$ cat src/hdl/dbsd_pkg.sv
`default_nettype none
package dbsd_pkg;

   // default geometry
   localparam int ROI_PIXELS_DEF  = 4096;
   localparam int INIT_FRAMES_DEF = 10;

   // configuration port
   localparam int CSR_IDX_W  = 3;
   localparam int CSR_DATA_W = 16;

   localparam logic [CSR_IDX_W-1:0] CSR_NOISE_THRESHOLD   = 3'd0;
   localparam logic [CSR_IDX_W-1:0] CSR_ENTER_COUNT       = 3'd1;
   localparam logic [CSR_IDX_W-1:0] CSR_LEAVE_COUNT       = 3'd2;
   localparam logic [CSR_IDX_W-1:0] CSR_BUBBLE_MIN_LEVEL  = 3'd3;
   localparam logic [CSR_IDX_W-1:0] CSR_BUBBLE_MAX_SPREAD = 3'd4;
   localparam logic [CSR_IDX_W-1:0] CSR_UPDATE_INTERVAL   = 3'd5;
   localparam logic [CSR_IDX_W-1:0] CSR_UPDATE_MAX_NOISE  = 3'd6;
   localparam logic [CSR_IDX_W-1:0] CSR_UPDATE_ALPHA      = 3'd7;

   // register reset values
   localparam logic [7:0]  RST_NOISE_THRESHOLD   = 8'd30;
   localparam logic [15:0] RST_ENTER_COUNT       = 16'd80;
   localparam logic [15:0] RST_LEAVE_COUNT       = 16'd20;
   localparam logic [7:0]  RST_BUBBLE_MIN_LEVEL  = 8'd220;
   localparam logic [7:0]  RST_BUBBLE_MAX_SPREAD = 8'd25;
   localparam logic [15:0] RST_UPDATE_INTERVAL   = 16'd300;
   localparam logic [15:0] RST_UPDATE_MAX_NOISE  = 16'd10;
   localparam logic [8:0]  RST_UPDATE_ALPHA      = 9'd13;

   // frame kinds
   localparam logic [1:0] KIND_INIT     = 2'd0;
   localparam logic [1:0] KIND_IDLE     = 2'd1;
   localparam logic [1:0] KIND_SAMPLING = 2'd2;
   localparam logic [1:0] KIND_REPORT   = 2'd3;

   // fixed widths
   localparam int COUNT_W = 13;
   localparam int MATH_W  = 64;

   typedef enum logic [3:0] {
      ST_IDLE,
      ST_PIX,
      ST_EOF,
      ST_PASS_RD,
      ST_PASS_CH,
      ST_PASS_WR,
      ST_MATH_GO,
      ST_MATH_WAIT,
      ST_ACC,
      ST_FIN
   } state_type;

   typedef enum logic [2:0] {
      MOP_RATIO,
      MOP_MEAN,
      MOP_NSQ,
      MOP_MAGSQ,
      MOP_NN,
      MOP_VAR
   } mop_type;

   typedef struct packed {
      logic       accept;
      logic       pix;
      logic       commit;
      logic       pass_rd;
      logic       pass_ch;
      logic [1:0] ch;
      logic       pass_wr;
      logic       math_start;
      logic       math_capture;
      mop_type    op;
      logic       acc;
      logic       fin;
   } cmd_type;

   typedef struct packed {
      logic last;
      logic need_avg;
      logic need_blend;
      logic need_ratio;
      logic need_report;
      logic pass_end;
      logic math_done;
      logic var_pos;
      logic out_free;
   } stat_type;

endpackage
`default_nettype wire

$ cat src/hdl/dbsd_ctrl.sv
`default_nettype none
// frame sequencer: pixel handshake, end-of-frame passes and math steps
module dbsd_ctrl
   import dbsd_pkg::*;
(
   input  wire logic     clock,
   input  wire logic     reset,
   input  wire logic     req_tvalid,
   output logic          req_tready,
   input  wire stat_type stat,
   output cmd_type       cmd
);

   state_type state_ff, state_in;
   mop_type   op_ff, op_in;
   logic [1:0] ch_ff, ch_in;

   always_ff @(posedge clock) begin
      if (reset) begin
         state_ff <= ST_IDLE;
         op_ff    <= MOP_RATIO;
         ch_ff    <= 2'd0;
      end else begin
         state_ff <= state_in;
         op_ff    <= op_in;
         ch_ff    <= ch_in;
      end
   end

   // next state and commands
   always_comb begin
      state_in   = state_ff;
      op_in      = op_ff;
      ch_in      = ch_ff;
      cmd        = '0;
      cmd.op     = op_ff;
      cmd.ch     = ch_ff;
      req_tready = 1'b0;
      case (state_ff)
         ST_IDLE: begin
            req_tready = 1'b1;
            if (req_tvalid) begin
               cmd.accept = 1'b1;
               state_in   = ST_PIX;
            end
         end
         ST_PIX: begin
            cmd.pix  = 1'b1;
            state_in = stat.last ? ST_EOF : ST_IDLE;
         end
         ST_EOF: begin
            cmd.commit = 1'b1;
            if (stat.need_avg || stat.need_blend) begin
               state_in = ST_PASS_RD;
            end else if (stat.need_ratio) begin
               op_in    = MOP_RATIO;
               state_in = ST_MATH_GO;
            end else if (stat.need_report) begin
               op_in    = MOP_MEAN;
               state_in = ST_MATH_GO;
            end else begin
               state_in = ST_FIN;
            end
         end
         ST_PASS_RD: begin
            cmd.pass_rd = 1'b1;
            ch_in       = 2'd0;
            state_in    = ST_PASS_CH;
         end
         ST_PASS_CH: begin
            cmd.pass_ch = 1'b1;
            if (ch_ff == 2'd2) begin
               state_in = ST_PASS_WR;
            end else begin
               ch_in = ch_ff + 2'd1;
            end
         end
         ST_PASS_WR: begin
            cmd.pass_wr = 1'b1;
            state_in    = stat.pass_end ? ST_FIN : ST_PASS_RD;
         end
         ST_MATH_GO: begin
            cmd.math_start = 1'b1;
            state_in       = ST_MATH_WAIT;
         end
         ST_MATH_WAIT: begin
            if (stat.math_done) begin
               cmd.math_capture = 1'b1;
               case (op_ff)
                  MOP_RATIO: state_in = ST_ACC;
                  MOP_MEAN: begin
                     op_in    = MOP_NSQ;
                     state_in = ST_MATH_GO;
                  end
                  MOP_NSQ: begin
                     op_in    = MOP_MAGSQ;
                     state_in = ST_MATH_GO;
                  end
                  MOP_MAGSQ: begin
                     op_in    = MOP_NN;
                     state_in = ST_MATH_GO;
                  end
                  MOP_NN: begin
                     if (stat.var_pos) begin
                        op_in    = MOP_VAR;
                        state_in = ST_MATH_GO;
                     end else begin
                        state_in = ST_FIN;
                     end
                  end
                  default: state_in = ST_FIN;
               endcase
            end
         end
         ST_ACC: begin
            cmd.acc  = 1'b1;
            state_in = ST_FIN;
         end
         ST_FIN: begin
            if (stat.out_free) begin
               cmd.fin  = 1'b1;
               state_in = ST_IDLE;
            end
         end
         default: state_in = ST_IDLE;
      endcase
   end

   a_accept_pix: assert property (@(posedge clock) disable iff (reset)
      cmd.accept |=> state_ff == ST_PIX)
      else $error("accepted word not processed next cycle");

   a_fin_free: assert property (@(posedge clock) disable iff (reset)
      cmd.fin |-> stat.out_free)
      else $error("result loaded over a pending word");

endmodule
`default_nettype wire

$ cat config.mk
export PLATFORM = sky130hd
export DESIGN_NAME = dbsd_ctrl
export DESIGN_NICKNAME = d
export VERILOG_FILES = /design/src/hdl/dbsd_pkg.sv /design/src/hdl/dbsd_ctrl.sv
export SDC_FILE = /design/constraint.sdc
export NUM_CORES = 1
export LEC_CHECK = 0
export ABC_AREA = 1
export BUFFER_PORTS_ARGS = -buffer_cell sky130_fd_sc_hd__buf_2
export CAP_MARGIN = 25
export CORE_MARGIN = 5
export CORE_UTILIZATION = 45
export DETAILED_ROUTE_END_ITERATION = 16
export PLACE_DENSITY = 0.73
export SLEW_MARGIN = 0
export SYNTH_ARGS = -nofsm -noshare
export SYNTH_HDL_FRONTEND = slang
export SYNTH_SLANG_ARGS = --single-unit
export TNS_END_PERCENT = 100
$ cat constraint.sdc
create_clock -name clock -period 3.1 [get_ports clock]
set_input_delay 0.465 -clock clock [delete_from_list [all_inputs] [get_ports clock]]
set_output_delay 0.465 -clock clock [all_outputs]
set_load 0.01 [all_outputs]
=== Word level (Yosys, flattened, before mapping) ===
Index checks and enable logic that the tools add are counted.

* Flip-flop bits (word level): 9
* Output and inout port bits: 16

* Add/subtract/negate cells: 1
* Equality and inequality tests: 23
* Multiplexer cells: 35
* Reductions and logical operators: 9

{| class="wikitable"
|+ Operator list
! kind !! count
|-
| case mux 4 bit (10 select lines) || 1
|-
| two-way mux 4 bit || 9
|-
| == test 4 x 3 -> 1 bit, second input constant || 4
|-
| two-way mux 3 bit || 5
|-
| two-way mux 1 bit || 14
|-
| inequality test 2 bit, second input constant || 6
|-
| case mux 3 bit (4 select lines) || 1
|-
| case mux 4 bit (3 select lines) || 1
|-
| == test 4 x 2 -> 1 bit, second input constant || 2
|-
| == test 4 bit, second input constant || 2
|-
| == test 3 x 2 -> 1 bit, second input constant || 2
|-
| inequality test 3 bit, second input constant || 2
|-
| case mux 3 bit (2 select lines) || 1
|-
| AND reduction 6 bit || 1
|-
| inequality test 5 x 2 -> 1 bit, second input constant || 1
|-
| == test 4 x 1 -> 1 bit, second input constant || 1
|-
| zero test 4 bit || 1
|-
| two-way mux 2 bit || 2
|-
| case mux 2 bit (2 select lines) || 1
|-
| AND reduction 4 bit || 1
|-
| nonzero test 2 bit || 2
|-
| == test 3 x 1 -> 1 bit, second input constant || 1
|-
| == test 3 bit, second input constant || 1
|-
| zero test 3 bit || 1
|-
| 5 further kinds || 5
|}

=== Longest topological paths before layout ===
* Depth in word-level cells: 5
* Gate-level depth with buffers: 9
* Gate-level depth less buffers: 9

=== Worst setup path before layout ===
No wires, ideal clock.

* Path kind: input-to-output
* Start point: input stat[0] in the netlist's numbering
* End point: output cmd[0] in the netlist's numbering
* Data arrival time: 901 ps
* Path slack: 1,734 ps
* Cell stages on the path: 2
* Path through: inv_1 -> nor4_1

{| class="wikitable"
|+ RTL lines
! item !! RTL line !! text
|-
| start: declaration || dbsd_ctrl.sv:10 || <nowiki>input wire stat_type stat,</nowiki>
|-
| end: declaration || dbsd_ctrl.sv:11 || <nowiki>output cmd_type cmd</nowiki>
|}

==> run summary <==
The utilization of the core after routing came out at 0.568. The number of global-route vias before repair is roughly 800. The cell area after synthesis is between 700 and 800 sq um. The overall track demand over capacity in global routing came out at 0.163. The largest voltage drop on the vdd net is 0.258 mV.

By count the netlist is led by 41 x sky130_fd_sc_hd__nand2_1, 23 x sky130_fd_sc_hd__nor2_1, 22 x sky130_fd_sc_hd__inv_1, 11 x sky130_fd_sc_hd__nand3_1, 9 x sky130_fd_sc_hd__dfxtp_1. After clock tree synthesis, the clock-pin slew on the worst setup and hold paths is around 0.06 ns. The die outline area is around 2600 sq um.

The slew of the pin with the lowest slew margin came out at approximately 0.28 ns. The tightest slew margin relative to the limit is 0.815. The total I/O pin count is 28. The path with the worst hold slack has its endpoint at state_ff[2]. The final non-filler cell area is ~950 sq um.

The run finished with clean final reports. Buffers inserted to repair hold after CTS numbered 0. The number of flops mapped to enable cells by yosys came out at 0.

The net count of the finished layout is about 180. The worst slack at placement came out at approximately 1.7 ns. The endpoint of the lowest-slack register-to-register path is state_ff[3]. Overall power consumption after layout is estimated at slightly below 0.4 mW. The post-detailed-placement half-perimeter wirelength came out at between 1.5 and 2 mm. The number of instances resized during post-cts repair came out at 0. Data on the critical path arrives at its endpoint at between 1 and 1.5 ns. The max-capacitance violation count is 0. The wire length per cell after detailed routing came out at ~11 um.

The startpoint of the lowest-slack register-to-register path is state_ff[0]. Counting every instance in the synthesized netlist gives around 140. The biggest area contributor in the post-synthesis netlist is sky130_fd_sc_hd__dfxtp_1.

The clock skew after layout is approximately 0.003 ns. The per-cell via count in the routed design came out at roughly 5.0. Power spread over the standard cell area amounts to between 400 and 500 nW/um^2. The maximum clock rate is roughly 580 MHz.

The total wirelength of the detailed-routed design is 2.01 mm. The number of routed nets with antenna violations came out at 0. The final number of setup-violating endpoints is 0.

The worst hold path stage count is 2. The antenna diode count is 0. The standard cell core area came out at about 1700 sq um. The placer congestion estimate came out at roughly 0.94. The average cell area after synthesis is between 5 and 6 sq um.

The final-report max-slew violation count came out at 0. The effective utilization at floorplan came out at 0.461. The final hold violation count came out at 0. The worst-skew pair later-pin latency is around 0.26 ns. The number of sinks on the clock net came out at 9. The kind of critical path is flop to output port.

The wire length of the first global-routing pass came out at roughly 3.3 mm. The startpoint kind of the worst setup timing path is a flop. The critical hold path startpoint is reset. The count of distinct cell types in the synthesized netlist is 20.

The setup slack after layout came out at 1.37 ns. Across all hold checks on the routed design, the worst slack comes to approximately 0.47 ns. In the final layout, the share of cells above drive strength 1 is 0.249. After synthesis the netlist holds a flip-flop and latch count of 9.

The async set or reset register ratio after synthesis is 0. The number of CTS-inserted buffers came out at 3. The area growth from synthesis to layout is 23.3%.

The number of cells on the worst reg-to-reg path is 7. The number of DRC violations after detailed-routing iteration 0 is 25. The minimum clock period after layout is about 1.7 ns. The number of buffers inserted by port buffering came out at 27.

Global routing finished with a remaining overflow of 0. The number of cells in the finished layout apart from fillers is between 150 and 200. The number of rows created at floorplan is 15. The fraction of the yosys area taken by sequential cells came out at 0.234. Entering global routing, the biggest net connects 9 pins. Post-CTS timing repair inserted 0 buffers for setup. The share of the clock period used by the worst path after layout came out at 0.557.

Setup repair after global routing left no endpoint under its margin. Among all flip-flop cells after synthesis, the most frequent one is sky130_fd_sc_hd__dfxtp_1. Counting every net in the synthesized netlist gives roughly 150.

Sorting the synthesized cells by area gives the leading types as sky130_fd_sc_hd__dfxtp_1 23%, sky130_fd_sc_hd__nand2_1 20%, sky130_fd_sc_hd__nor2_1 11%, sky130_fd_sc_hd__inv_1 11%, sky130_fd_sc_hd__nand3_1 7.2%. The maximum level of the CTS H-tree came out at 1. The biggest fanout along the worst timing path is 7. Among all cell types in the netlist, the one instantiated most often is sky130_fd_sc_hd__nand2_1. The horizontal die dimension is 51.4 um. The count of vias placed by the detailed router came out at ~940. The height of the chip is roughly 50 um.

The area share of the leading cell type in the synthesized netlist came out at 0.234. The slack of the worst reg-to-reg path is 1.73 ns. The number of search-and-repair iterations in the first detailed-routing pass came out at 4. The maximum clock path buffer count is 2. The count of warnings emitted by yosys came out at 0. The DRC violation count after routing is 0. The final-layout setup total negative slack is 0 ns. The number of placed instances with taps included is about 180.

The total cell area at the placement stage is between 900 and 1000 sq um. The tightest min-delay check is of the input port to flop type. The initial antenna violation count is 0. The leakage power figure is between 0.5 and 0.6 nW. The worst path required time came out at 2.63 ns. The worst setup path is captured at an output port.

The tree is rooted in a sky130_fd_sc_hd__clkbuf_4. The clock tree from TritonCTS is built.
## power breakdown
| group | internal [mW] | switching, mW | leakage [nW] |
|---|---|---|---|
| registers | 0.127 | 0.0145 | 0.0731 |
| logic | 0.0542 | 0.0999 | 0.457 |
| clock network | 0.0495 | 0.0395 | 0.0150 |
| total | 0.231 | 0.154 | 0.545 |
## worst max-delay path, cell delays in order, from the launching register on
cell and delay [ns]:
sky130_fd_sc_hd__dfxtp_1 0.38, sky130_fd_sc_hd__nor2_1 0.23, sky130_fd_sc_hd__nand3_1 0.14, sky130_fd_sc_hd__inv_1 0.11, sky130_fd_sc_hd__buf_2 0.13
## logic make-up (layout without fill, tap and decap cells)
group           count (synthesis)  after routing  share of synthesized area
compound gates                 15             15                      0.115
buf+inv                        26             56                      0.127
simple gates                   88             88                      0.507
fa+ha+maj                       1              1                     0.0163
flops                           9              9                      0.234
## how the worst max path moves through the flow
stage                     endpoint        start
after floorplan             cmd[0]      stat[0]
after global placement      cmd[0]      stat[0]
after detailed placement    cmd[5]  state_ff[1]
after CTS                   cmd[5]  state_ff[1]
after global routing       cmd[14]  state_ff[1]
final                       cmd[1]  state_ff[1]
## metal layers
metal / global-route usage / part of all wire / up-vias
li1: - / - / 492
met1: 0.223 / 0.43 / 395
met2: 0.251 / 0.47 / 43
met3: 0.0175 / 0.083 / 7
met4: 0.0786 / 0.019 / 0
met5: 0 / 0 / -
## layout by cell type (no fill, tap or decap), types with 2 or more instances in the layout
master                     instances
sky130_fd_sc_hd__nand2_1          41
sky130_fd_sc_hd__buf_2            27
sky130_fd_sc_hd__nor2_1           23
sky130_fd_sc_hd__inv_1            22
sky130_fd_sc_hd__nand3_1          11
sky130_fd_sc_hd__dfxtp_1           9
sky130_fd_sc_hd__o21ai_0           7
sky130_fd_sc_hd__a21oi_1           5
sky130_fd_sc_hd__nand2_2           4
sky130_fd_sc_hd__nand4_1           3
sky130_fd_sc_hd__clkbuf_4          3
sky130_fd_sc_hd__inv_2             2
sky130_fd_sc_hd__nor2_2            2
sky130_fd_sc_hd__nor2_4            2
## flip-flops by register name (all words and copies together) (netlist names)
signal    cells
state_ff      4
op_ff         3
ch_ff         2
## layout make-up
cell class	instances	area, sq um
flip-flops and latches	9	180
repair buffers	27	135
clock buffers	4	26.3
inverters	25	93.8
multi-input cells	104	492
well taps	17	21.3
fillers	180	722
Note: power is estimated with default switching activity, not from simulation.
